===== src/sv/mrwm_pkg.sv =====
// shared types, widths and character codes for the media-range wildcard matcher
package mrwm_pkg;

	// field widths of the request and response words
	localparam int CMD_W  = 3;
	localparam int CHAR_W = 8;
	localparam int POS_W  = 5;
	localparam int RES_W  = 2;
	localparam int HELD_W = 5;

	// default table geometry
	localparam int MAX_ENTRIES_DEF = 16;
	localparam int MAX_LEN_DEF     = 32;

	// character codes
	localparam logic [CHAR_W-1:0] CH_STAR  = 8'h2A;
	localparam logic [CHAR_W-1:0] CH_COMMA = 8'h2C;
	localparam logic [CHAR_W-1:0] CH_SPACE = 8'h20;
	localparam logic [CHAR_W-1:0] CH_TAB   = 8'h09;

	// match answers
	localparam logic [RES_W-1:0] RES_NONE  = 2'd0;
	localparam logic [RES_W-1:0] RES_MATCH = 2'd1;
	localparam logic [RES_W-1:0] RES_ALL   = 2'd2;

	// request commands
	typedef enum logic [CMD_W-1:0] {
		CMD_CLEAR = 3'd0,
		CMD_CHAR  = 3'd1,
		CMD_END   = 3'd2,
		CMD_RESET = 3'd3,
		CMD_MATCH = 3'd4
	} cmd_t;

	// controller to datapath commands
	typedef struct packed {
		logic load_in;
		logic exec;
		logic scan;
		logic load_out;
	} ctl_t;

	// datapath to controller status
	typedef struct packed {
		logic is_match;
		logic scan_done;
	} sts_t;

endpackage


===== src/sv/mrwm_req_if.sv =====
// request channel: command, character and position with valid/ready
interface mrwm_req_if;
	import mrwm_pkg::*;

	logic              valid;
	logic              ready;
	logic [CMD_W-1:0]  command;
	logic [CHAR_W-1:0] char_code;
	logic [POS_W-1:0]  position;

	modport source (output valid, output command, output char_code, output position,
		input ready);
	modport sink (input valid, input command, input char_code, input position,
		output ready);
endinterface


===== src/sv/mrwm_rsp_if.sv =====
// response channel: match answer, overflow flag and entry count with valid/ready
interface mrwm_rsp_if;
	import mrwm_pkg::*;

	logic              valid;
	logic              ready;
	logic [RES_W-1:0]  match_result;
	logic              overflow_error;
	logic [HELD_W-1:0] entries_held;

	modport source (output valid, output match_result, output overflow_error,
		output entries_held, input ready);
	modport sink (input valid, input match_result, input overflow_error,
		input entries_held, output ready);
endinterface


===== src/sv/mrwm_ram.sv =====
// generic simple dual-port ram with registered read
module mrwm_ram #(
	parameter int WIDTH = 8,
	parameter int DEPTH = 512,
	localparam int AW = $clog2(DEPTH)
) (
	input  logic             clk,
	input  logic             we,
	input  logic [AW-1:0]    waddr,
	input  logic [WIDTH-1:0] wdata,
	input  logic [AW-1:0]    raddr,
	output logic [WIDTH-1:0] rdata
);
	logic [WIDTH-1:0] mem_q [DEPTH];
	logic [WIDTH-1:0] rdata_q;

	// write port
	always_ff @(posedge clk) begin
		if (we) begin
			mem_q[waddr] <= wdata;
		end
	end

	// registered read port
	always_ff @(posedge clk) begin
		rdata_q <= mem_q[raddr];
	end

	assign rdata = rdata_q;
endmodule


===== src/sv/mrwm_ctrl.sv =====
// controller state machine: accept, execute, entry scan and response hand-off
module mrwm_ctrl (
	input  logic           clk,
	input  logic           arst_n,
	input  logic           req_valid,
	output logic           req_ready,
	output logic           rsp_valid,
	input  logic           rsp_ready,
	input  mrwm_pkg::sts_t sts,
	output mrwm_pkg::ctl_t ctl
);
	import mrwm_pkg::*;

	typedef enum logic [3:0] {
		ST_IDLE = 4'b0001,
		ST_EXEC = 4'b0010,
		ST_SCAN = 4'b0100,
		ST_PUSH = 4'b1000
	} state_t;

	state_t state_q, state_d;
	logic   rsp_valid_q;
	logic   out_free;

	assign out_free  = !rsp_valid_q || rsp_ready;
	assign req_ready = (state_q == ST_IDLE);
	assign rsp_valid = rsp_valid_q;

	// next state and commands
	always_comb begin
		state_d = state_q;
		ctl     = '0;
		unique case (state_q)
			ST_IDLE: begin
				if (req_valid) begin
					ctl.load_in = 1'b1;
					state_d     = ST_EXEC;
				end
			end
			ST_EXEC: begin
				ctl.exec = 1'b1;
				state_d  = sts.is_match ? ST_SCAN : ST_PUSH;
			end
			ST_SCAN: begin
				ctl.scan = 1'b1;
				if (sts.scan_done) begin
					state_d = ST_PUSH;
				end
			end
			ST_PUSH: begin
				if (out_free) begin
					ctl.load_out = 1'b1;
					state_d      = ST_IDLE;
				end
			end
			default: begin
				state_d = ST_IDLE;
			end
		endcase
	end

	// state and response valid
	always_ff @(posedge clk or negedge arst_n) begin
		if (!arst_n) begin
			state_q     <= ST_IDLE;
			rsp_valid_q <= 1'b0;
		end else begin
			state_q <= state_d;
			if (ctl.load_out) begin
				rsp_valid_q <= 1'b1;
			end else if (rsp_ready) begin
				rsp_valid_q <= 1'b0;
			end
		end
	end
endmodule


===== src/sv/mrwm_dpath.sv =====
// datapath: pattern memory, list loader, per-entry lengths and candidate scan
module mrwm_dpath #(
	parameter int MAX_ENTRIES = mrwm_pkg::MAX_ENTRIES_DEF,
	parameter int MAX_LEN     = mrwm_pkg::MAX_LEN_DEF
) (
	input  logic                          clk,
	input  logic                          arst_n,
	input  mrwm_pkg::ctl_t                ctl,
	output mrwm_pkg::sts_t                sts,
	input  logic [mrwm_pkg::CMD_W-1:0]    req_command,
	input  logic [mrwm_pkg::CHAR_W-1:0]   req_char_code,
	input  logic [mrwm_pkg::POS_W-1:0]    req_position,
	output logic [mrwm_pkg::RES_W-1:0]    rsp_match_result,
	output logic                          rsp_overflow_error,
	output logic [mrwm_pkg::HELD_W-1:0]   rsp_entries_held
);
	import mrwm_pkg::*;

	localparam int IDX_W  = $clog2(MAX_ENTRIES);
	localparam int CNT_W  = $clog2(MAX_ENTRIES + 1);
	localparam int OFF_W  = $clog2(MAX_LEN + 1);
	localparam int DEPTH  = MAX_ENTRIES * MAX_LEN;
	localparam int ADDR_W = $clog2(DEPTH);
	localparam int CMP_W  = (OFF_W > POS_W) ? OFF_W : POS_W;

	// captured request word
	cmd_t              cmd_q;
	logic [CHAR_W-1:0] ch_q;
	logic [POS_W-1:0]  pos_q;

	// table state
	logic [CNT_W-1:0]       count_q;
	logic [ADDR_W-1:0]      wbase_q;
	logic [OFF_W-1:0]       woff_q;
	logic                   skip_q;
	logic [MAX_ENTRIES-1:0] flags_q;
	logic [OFF_W-1:0]       lens_q [MAX_ENTRIES];

	// scan state
	logic [CNT_W-1:0]  rd_idx_q;
	logic [ADDR_W-1:0] rbase_q;
	logic              ev_valid_s1;
	logic [IDX_W-1:0]  ev_idx_s1;
	logic              ev_inrange_s1;

	// result registers
	logic [RES_W-1:0]  res_q;
	logic              ovf_q;
	logic [RES_W-1:0]  out_res_q;
	logic              out_ovf_q;
	logic [HELD_W-1:0] out_held_q;

	// decoded actions
	logic full, blank, comma;
	logic do_clear, do_close, do_write, skip_set, skip_clr, do_rearm, do_start, ovf_now;
	logic [IDX_W-1:0] cnt_idx;

	// scan signals
	logic              issue, rd_inrange;
	logic [OFF_W-1:0]  rd_len;
	logic [ADDR_W-1:0] raddr, waddr;
	logic [CHAR_W-1:0] rdata, ev_byte;
	logic              ev_cand, hit_eq, hit_star, star_stop, ev_eq, ev_drop;

	assign full    = (count_q == CNT_W'(MAX_ENTRIES));
	assign blank   = (ch_q == CH_SPACE) || (ch_q == CH_TAB);
	assign comma   = (ch_q == CH_COMMA);
	assign cnt_idx = count_q[IDX_W-1:0];

	// command decode for the execute step
	always_comb begin
		do_clear = 1'b0;
		do_close = 1'b0;
		do_write = 1'b0;
		skip_set = 1'b0;
		skip_clr = 1'b0;
		do_rearm = 1'b0;
		do_start = 1'b0;
		ovf_now  = 1'b0;
		if (ctl.exec) begin
			unique case (cmd_q)
				CMD_CLEAR: do_clear = 1'b1;
				CMD_CHAR: begin
					if (!(skip_q && blank)) begin
						skip_clr = 1'b1;
						if (full) begin
							ovf_now = 1'b1;
						end else if (comma) begin
							do_close = 1'b1;
							skip_set = 1'b1;
						end else if (woff_q == OFF_W'(MAX_LEN)) begin
							ovf_now = 1'b1;
						end else begin
							do_write = 1'b1;
						end
					end
				end
				CMD_END: begin
					if (full) begin
						ovf_now = 1'b1;
					end else begin
						do_close = 1'b1;
						skip_clr = 1'b1;
					end
				end
				CMD_RESET: do_rearm = 1'b1;
				CMD_MATCH: do_start = 1'b1;
				default: ;
			endcase
		end
	end

	// read side of the scan: one entry per cycle
	assign issue      = ctl.scan && (rd_idx_q != count_q);
	assign rd_len     = lens_q[rd_idx_q[IDX_W-1:0]];
	assign rd_inrange = CMP_W'(pos_q) < CMP_W'(rd_len);
	assign raddr      = rbase_q + ADDR_W'(pos_q);
	assign waddr      = wbase_q + ADDR_W'(woff_q);

	mrwm_ram #(
		.WIDTH (CHAR_W),
		.DEPTH (DEPTH)
	) u_store (
		.clk   (clk),
		.we    (do_write),
		.waddr (waddr),
		.wdata (ch_q),
		.raddr (raddr),
		.rdata (rdata)
	);

	// evaluate side: bytes past the stored length read as zero
	assign ev_byte   = ev_inrange_s1 ? rdata : '0;
	assign ev_cand   = ctl.scan && ev_valid_s1 && flags_q[ev_idx_s1];
	assign hit_eq    = (ev_byte == ch_q);
	assign hit_star  = (ev_byte == CH_STAR);
	assign ev_eq     = ev_cand && hit_eq;
	assign star_stop = ev_cand && !hit_eq && hit_star;
	assign ev_drop   = ev_cand && !hit_eq && !hit_star;

	assign sts.is_match  = (cmd_q == CMD_MATCH);
	assign sts.scan_done = star_stop || (!ev_valid_s1 && (rd_idx_q == count_q));

	// table and scan control state
	always_ff @(posedge clk or negedge arst_n) begin
		if (!arst_n) begin
			count_q       <= '0;
			wbase_q       <= '0;
			woff_q        <= '0;
			skip_q        <= 1'b0;
			flags_q       <= '1;
			rd_idx_q      <= '0;
			rbase_q       <= '0;
			ev_valid_s1   <= 1'b0;
			ev_idx_s1     <= '0;
			ev_inrange_s1 <= 1'b0;
		end else begin
			if (do_clear) begin
				count_q <= '0;
				wbase_q <= '0;
				woff_q  <= '0;
				skip_q  <= 1'b0;
				flags_q <= '1;
			end else begin
				if (do_close) begin
					count_q          <= count_q + 1'b1;
					wbase_q          <= wbase_q + ADDR_W'(MAX_LEN);
					woff_q           <= '0;
					flags_q[cnt_idx] <= 1'b1;
				end else if (do_write) begin
					woff_q <= woff_q + 1'b1;
				end
				if (skip_set) begin
					skip_q <= 1'b1;
				end else if (skip_clr) begin
					skip_q <= 1'b0;
				end
				if (do_rearm) begin
					flags_q <= '1;
				end else if (ev_drop) begin
					flags_q[ev_idx_s1] <= 1'b0;
				end
			end
			// scan pointers
			if (do_start) begin
				rd_idx_q    <= '0;
				rbase_q     <= '0;
				ev_valid_s1 <= 1'b0;
			end else if (ctl.scan) begin
				ev_valid_s1 <= issue;
				if (issue) begin
					rd_idx_q      <= rd_idx_q + 1'b1;
					rbase_q       <= rbase_q + ADDR_W'(MAX_LEN);
					ev_idx_s1     <= rd_idx_q[IDX_W-1:0];
					ev_inrange_s1 <= rd_inrange;
				end
			end
		end
	end

	// request capture, entry lengths and result words
	always_ff @(posedge clk) begin
		if (ctl.load_in) begin
			cmd_q <= cmd_t'(req_command);
			ch_q  <= req_char_code;
			pos_q <= req_position;
		end
		if (do_close) begin
			lens_q[cnt_idx] <= woff_q;
		end
		if (ctl.exec) begin
			res_q <= RES_NONE;
			ovf_q <= ovf_now;
		end else if (star_stop) begin
			res_q <= RES_ALL;
		end else if (ev_eq) begin
			res_q <= RES_MATCH;
		end
		if (ctl.load_out) begin
			out_res_q  <= res_q;
			out_ovf_q  <= ovf_q;
			out_held_q <= HELD_W'(count_q);
		end
	end

	assign rsp_match_result   = out_res_q;
	assign rsp_overflow_error = out_ovf_q;
	assign rsp_entries_held   = out_held_q;
endmodule


===== src/sv/media_range_wildcard_matcher_unit.sv =====
// top level of the media-range wildcard matcher
//
// Keeps a table of up to MAX_ENTRIES media-range patterns of up to MAX_LEN bytes each,
// loaded one character per request word (a comma closes an entry, blanks and tabs after a
// comma are skipped, list-end closes the last entry). A match word compares one character
// at one position against the candidate entries in index order and answers no match,
// match or wildcard-all. Every request word gives exactly one response word. The block
// takes one request word at a time: a load, clear, list-end or candidate-reset word
// passes through the execute and push states, and a match word also through a scan of the N
// closed entries, which ends early when a '*' stops it. The match time is set by the
// single read port of the pattern memory, which delivers one entry byte per cycle. A new
// request word is taken while the previous response word still waits on the response
// channel. No clearing pass is needed after reset: a per-entry length register makes every
// byte beyond an entry's stored length read as zero.
module media_range_wildcard_matcher_unit #(
	parameter int MAX_ENTRIES = mrwm_pkg::MAX_ENTRIES_DEF,
	parameter int MAX_LEN     = mrwm_pkg::MAX_LEN_DEF
) (
	input logic        clk,
	input logic        arst_n,
	mrwm_req_if.sink   req,
	mrwm_rsp_if.source rsp
);
	import mrwm_pkg::*;

	ctl_t ctl;
	sts_t sts;

	// sequencing
	mrwm_ctrl u_ctrl (
		.clk       (clk),
		.arst_n    (arst_n),
		.req_valid (req.valid),
		.req_ready (req.ready),
		.rsp_valid (rsp.valid),
		.rsp_ready (rsp.ready),
		.sts       (sts),
		.ctl       (ctl)
	);

	// table, memory and scan
	mrwm_dpath #(
		.MAX_ENTRIES (MAX_ENTRIES),
		.MAX_LEN     (MAX_LEN)
	) u_dpath (
		.clk                (clk),
		.arst_n             (arst_n),
		.ctl                (ctl),
		.sts                (sts),
		.req_command        (req.command),
		.req_char_code      (req.char_code),
		.req_position       (req.position),
		.rsp_match_result   (rsp.match_result),
		.rsp_overflow_error (rsp.overflow_error),
		.rsp_entries_held   (rsp.entries_held)
	);
endmodule

===== src/flat_wrapper.sv =====
// flat-port wrapper written by rule: the top's interface ports become plain ports
module media_range_wildcard_matcher_unit_flat import mrwm_pkg::*;
#(
	parameter int MAX_ENTRIES = mrwm_pkg::MAX_ENTRIES_DEF,
	parameter int MAX_LEN     = mrwm_pkg::MAX_LEN_DEF
)
  (clk, arst_n, req_valid, req_command, req_char_code, req_position, req_ready, rsp_valid, rsp_match_result, rsp_overflow_error, rsp_entries_held, rsp_ready);
  mrwm_req_if req_i ();
  mrwm_rsp_if rsp_i ();
  input logic clk;
  input logic arst_n;
  input wire logic [$bits(req_i.valid)-1:0] req_valid;
  input wire logic [$bits(req_i.command)-1:0] req_command;
  input wire logic [$bits(req_i.char_code)-1:0] req_char_code;
  input wire logic [$bits(req_i.position)-1:0] req_position;
  output wire logic [$bits(req_i.ready)-1:0] req_ready;
  output wire logic [$bits(rsp_i.valid)-1:0] rsp_valid;
  output wire logic [$bits(rsp_i.match_result)-1:0] rsp_match_result;
  output wire logic [$bits(rsp_i.overflow_error)-1:0] rsp_overflow_error;
  output wire logic [$bits(rsp_i.entries_held)-1:0] rsp_entries_held;
  input wire logic [$bits(rsp_i.ready)-1:0] rsp_ready;
  assign req_i.valid = req_valid;
  assign req_i.command = req_command;
  assign req_i.char_code = req_char_code;
  assign req_i.position = req_position;
  assign req_ready = req_i.ready;
  assign rsp_valid = rsp_i.valid;
  assign rsp_match_result = rsp_i.match_result;
  assign rsp_overflow_error = rsp_i.overflow_error;
  assign rsp_entries_held = rsp_i.entries_held;
  assign rsp_i.ready = rsp_ready;
  media_range_wildcard_matcher_unit #(.MAX_ENTRIES(MAX_ENTRIES), .MAX_LEN(MAX_LEN)) u_core (.clk(clk), .arst_n(arst_n), .req(req_i), .rsp(rsp_i));
endmodule

===== config.mk =====
export PLATFORM = sky130hd
export DESIGN_NAME = media_range_wildcard_matcher_unit_flat
export DESIGN_NICKNAME = d
export VERILOG_FILES = /design/src/sv/mrwm_pkg.sv /design/src/sv/mrwm_req_if.sv /design/src/sv/mrwm_rsp_if.sv /design/src/sv/mrwm_ram.sv /design/src/sv/mrwm_ctrl.sv /design/src/sv/mrwm_dpath.sv /design/src/sv/media_range_wildcard_matcher_unit.sv /design/src/flat_wrapper.sv
export SDC_FILE = /design/constraint.sdc
export NUM_CORES = 2
export LEC_CHECK = 0
export BUFFER_PORTS_ARGS = -buffer_cell sky130_fd_sc_hd__clkbuf_2
export CAP_MARGIN = 20
export CORE_MARGIN = 4
export CORE_UTILIZATION = 60
export DETAILED_ROUTE_END_ITERATION = 10
export GPL_ROUTABILITY_DRIVEN = 0
export HOLD_SLACK_MARGIN = 0.03
export PLACE_DENSITY_LB_ADDON = 0.08
export SYNTH_ARGS = -nofsm -noshare
export SYNTH_HDL_FRONTEND = slang
export SYNTH_MEMORY_MAX_BITS = 65536
export SYNTH_SLANG_ARGS = --single-unit

===== constraint.sdc =====
create_clock -name clk -period 20.8 [get_ports clk]
set_input_delay 5.2 -clock clk [delete_from_list [all_inputs] [get_ports clk]]
set_output_delay 5.2 -clock clk [all_outputs]
set_load 0.005 [all_outputs]

==> metrics <==
Hold Buf Count CTS 0; worst min path class flop to flop; Max-slew headroom a little over an eighth; chip height 535 um; clk buf depth 4; TritonCTS clock tree built; CP Launch Type flop; Final Hold Fails 0; Post-Syn Instances 8002; vias in the first global route between 80000 and 90000; Iteration-0 DRC Markers 10765; Vias 81737; most common cell after layout, fill and taps aside edfxtp_1; initial antenna violation count 15; largest family of logic cells by synthesized area multiplexers; worst-path fanout max 4; adder-cell area share of the yosys netlist 0.143%; # DRC 0; post-synthesis xor/xnor area fraction less than 1%; slowest stage delay, CP 0.55 ns; filler cell count approximately 18000; Yosys cell types 62; FFs w/ async S/R, synth 1.22%; ys flop type edfxtp_1; die area 286000 um2; Core ar. 276000 um2; Reg clk slew, reported paths around 0.06 ns; CTS root buffer clkbuf_16; fin crit period 7.29 ns; #FFs+latches synth 4279; I/O Pins 30; Buffers on Ports 29; EDFF count, synth 4217; period utilisation layout between 30% and 40%; drt total wl 415000 um; worst path cell trace nor4b_1 > clkbuf_2; hpwl dp 242000 um; total power draw 20.5 mW; Layout Nets 8183; Vias/cell around 6.7; multi-input logic area between 30000 and 40000 um2; gr ovfl total 0; Layout Area Growth over Synthesis 10.5%; Syn Nets 8041; leak pwr between 50 and 60 nW; mux share of post-synthesis cell area 15.8%; Slew Viols, Final 0; Post-CTS Resized 0; H-tree depth 5; Max-Cap Viols 0; Reg area 128000 um2; DRT Pass-1 Iters 6; status finished, final reports clean; Simple-Gate Fraction of Synth Area 4.26%; wire per inst 34.0 um; Crit path required time between 15 and 20 ns; Compound-Gate Fraction of Synth Area 1.10%; layout cells sized above 1 23.2%; row count 193; chip width 535 um; final setup TNS 0 ns; fmax about 140 MHz; largest net degree at the start of global routing 208; crit end category output pin; Cell Pwr Density 111 nW/um2; first-pass GRT wire length 598000 um; Clock Latency Late Sink just under 1 ns; Yosys warnings 0; slew at the pin with the worst max-slew slack between 1 and 1.5 ns; final setup fails 0; global-route usage over all layers 29.2%; Clock Sinks 4279; RSZ-0062 raised after global routing no; post-CTS setup buffer count 0; Crit-path slowest cell dfstp_2; Crit path arrival time 2.09 ns; Mapped Area 166000 um2; number of CTS-inserted buffers about 420; Post-Route Skew 0.0401 ns; Starting Density 60.2%; post-synthesis sequential area ratio 77.0%; most frequent cells in the layout edfxtp_1, mux4_2, nand2_1; remaining antenna violation count 0; Peak VDD IR 0.0794 mV; Mean Syn Cell Area 20.8 um2; critical path type flop to output pin
routing by layer:
metal	up-vias	track usage (%)	part of all wire, %
met5	-	0	0.013
met4	8	9.99	3.8
met3	752	5.40	9.3
met2	4209	45.0	48
met1	43554	43.3	39
li1	33214	-	-
stage by stage:
step	worst slack, ns	area, um2	hold slack [ns]	instances	utilization (%)
finish	13.51	184000	0.451	12200	66.6
global route	13.39	184000	0.465	12193	66.6
CTS	13.45	184000	0.442	12182	66.5
detailed placement	14.07	171000	0.427	11421	61.8
floorplan	11.58	166000	0.400	8002	-
global placement	14.03	171000	0.436	11410	61.7
worst paths after layout:
check                                                                to  slack [ns]  depth (start not counted)                            startpoint
max                                                           req_ready       13.51                          2  u_core.u_ctrl.state_q[0]$_DFFE_PN1P_
min                        u_core.u_dpath.rsp_match_result[1]$_DFFE_PP_        0.45                          0  u_core.u_dpath.res_q[1]$_SDFFE_PP0P_
max reg2reg                     u_core.u_dpath.u_store.rdata[3]$_DFF_P_       14.15                         11     u_core.u_dpath.pos_q[1]$_DFFE_PP_
min reg2reg                u_core.u_dpath.rsp_match_result[1]$_DFFE_PP_        0.45                          0  u_core.u_dpath.res_q[1]$_SDFFE_PP0P_
max in group asynchronous        u_core.u_dpath.rd_idx_q[0]$_DFFE_PN0P_       15.93                          2                                arst_n
min in group asynchronous           u_core.u_ctrl.rsp_valid$_DFFE_PN0P_        4.36                          2                                arst_n
flip-flops by register name, summed over array words and instances (netlist names), 4 cells and up:
| signal | cells |
|---|---|
| u_core.u_dpath.ev_idx_s1 | 4 |
| u_core.u_ctrl.state_q | 4 |
| u_core.u_dpath.ch_q | 8 |
| u_core.u_dpath.wbase_q | 4 |
| u_core.u_dpath.pos_q | 5 |
| u_core.u_dpath.count_q | 5 |
| u_core.u_dpath.rd_idx_q | 5 |
| u_core.u_dpath.woff_q | 6 |
| u_core.u_dpath.rbase_q | 4 |
| u_core.u_dpath.lens_q | 96 |
| u_core.u_dpath.rsp_entries_held | 5 |
| u_core.u_dpath.u_store.mem_q | 4096 |
| u_core.u_dpath.flags_q | 16 |
| u_core.u_dpath.u_store.rdata | 8 |
cells by family (layout without fill, tap and decap cells):
group | after synthesis | in the layout
AOI/OAI and AO/OA | 284 | 284
DFF | 4279 | 4279
and+or+nand+nor | 1652 | 1652
buffers and inverters | 500 | 982
other | 1 | 12
muxes | 1237 | 1237
xor gates and xnor gates | 30 | 30
adders and majority gates | 19 | 19
cell type report:
cell class / count / area share [%]
clock inverters: 247 / 1.19
inverters: 14 / 0.0286
repair buffers: 207 / 0.971
diodes: 11 / 0.0150
flip-flops and latches: 4279 / 69.7
well taps: 3705 / 2.52
multi-input cells: 3223 / 19.6
clock buffers: 514 / 5.97
worst max-delay path: cells and delay by family, from the launching register on:
family | cells | cell delay (ns)
buffers and inverters | 1 | 0.20
DFF | 1 | 0.55
and+or+nand+nor | 1 | 0.38
synth_stat cells, drive strengths merged (21+ instances only):
| master | number | area, um2 |
|---|---|---|
| edfxtp | 4217 | 127000 |
| mux4 | 1116 | 25100 |
| nand2 | 651 | 2440 |
| nor2 | 573 | 2150 |
| buf | 259 | 1550 |
| clkbuf | 227 | 852 |
| nand3 | 199 | 996 |
| mux2i | 114 | 1140 |
| a21oi | 79 | 395 |
| a31oi | 78 | 488 |
| nand4 | 70 | 438 |
| and3 | 38 | 238 |
| dfrtp | 35 | 876 |
| nor4 | 33 | 206 |
| o22ai | 29 | 181 |
| o21ai | 24 | 120 |
| a32oi | 22 | 193 |
| xor2 | 21 | 184 |
power by group:
group / total [mW] / switching, mW / leakage, nW / internal [mW]
sequential: 9.98 / 0.0567 / 38.7 / 9.93
combinational: 3.18 / 2.04 / 12.3 / 1.14
clock: 7.33 / 3.18 / 6.42 / 4.15
total: 20.5 / 5.28 / 57.4 / 15.2
No activity file was read; power rests on OpenSTA's default activity.
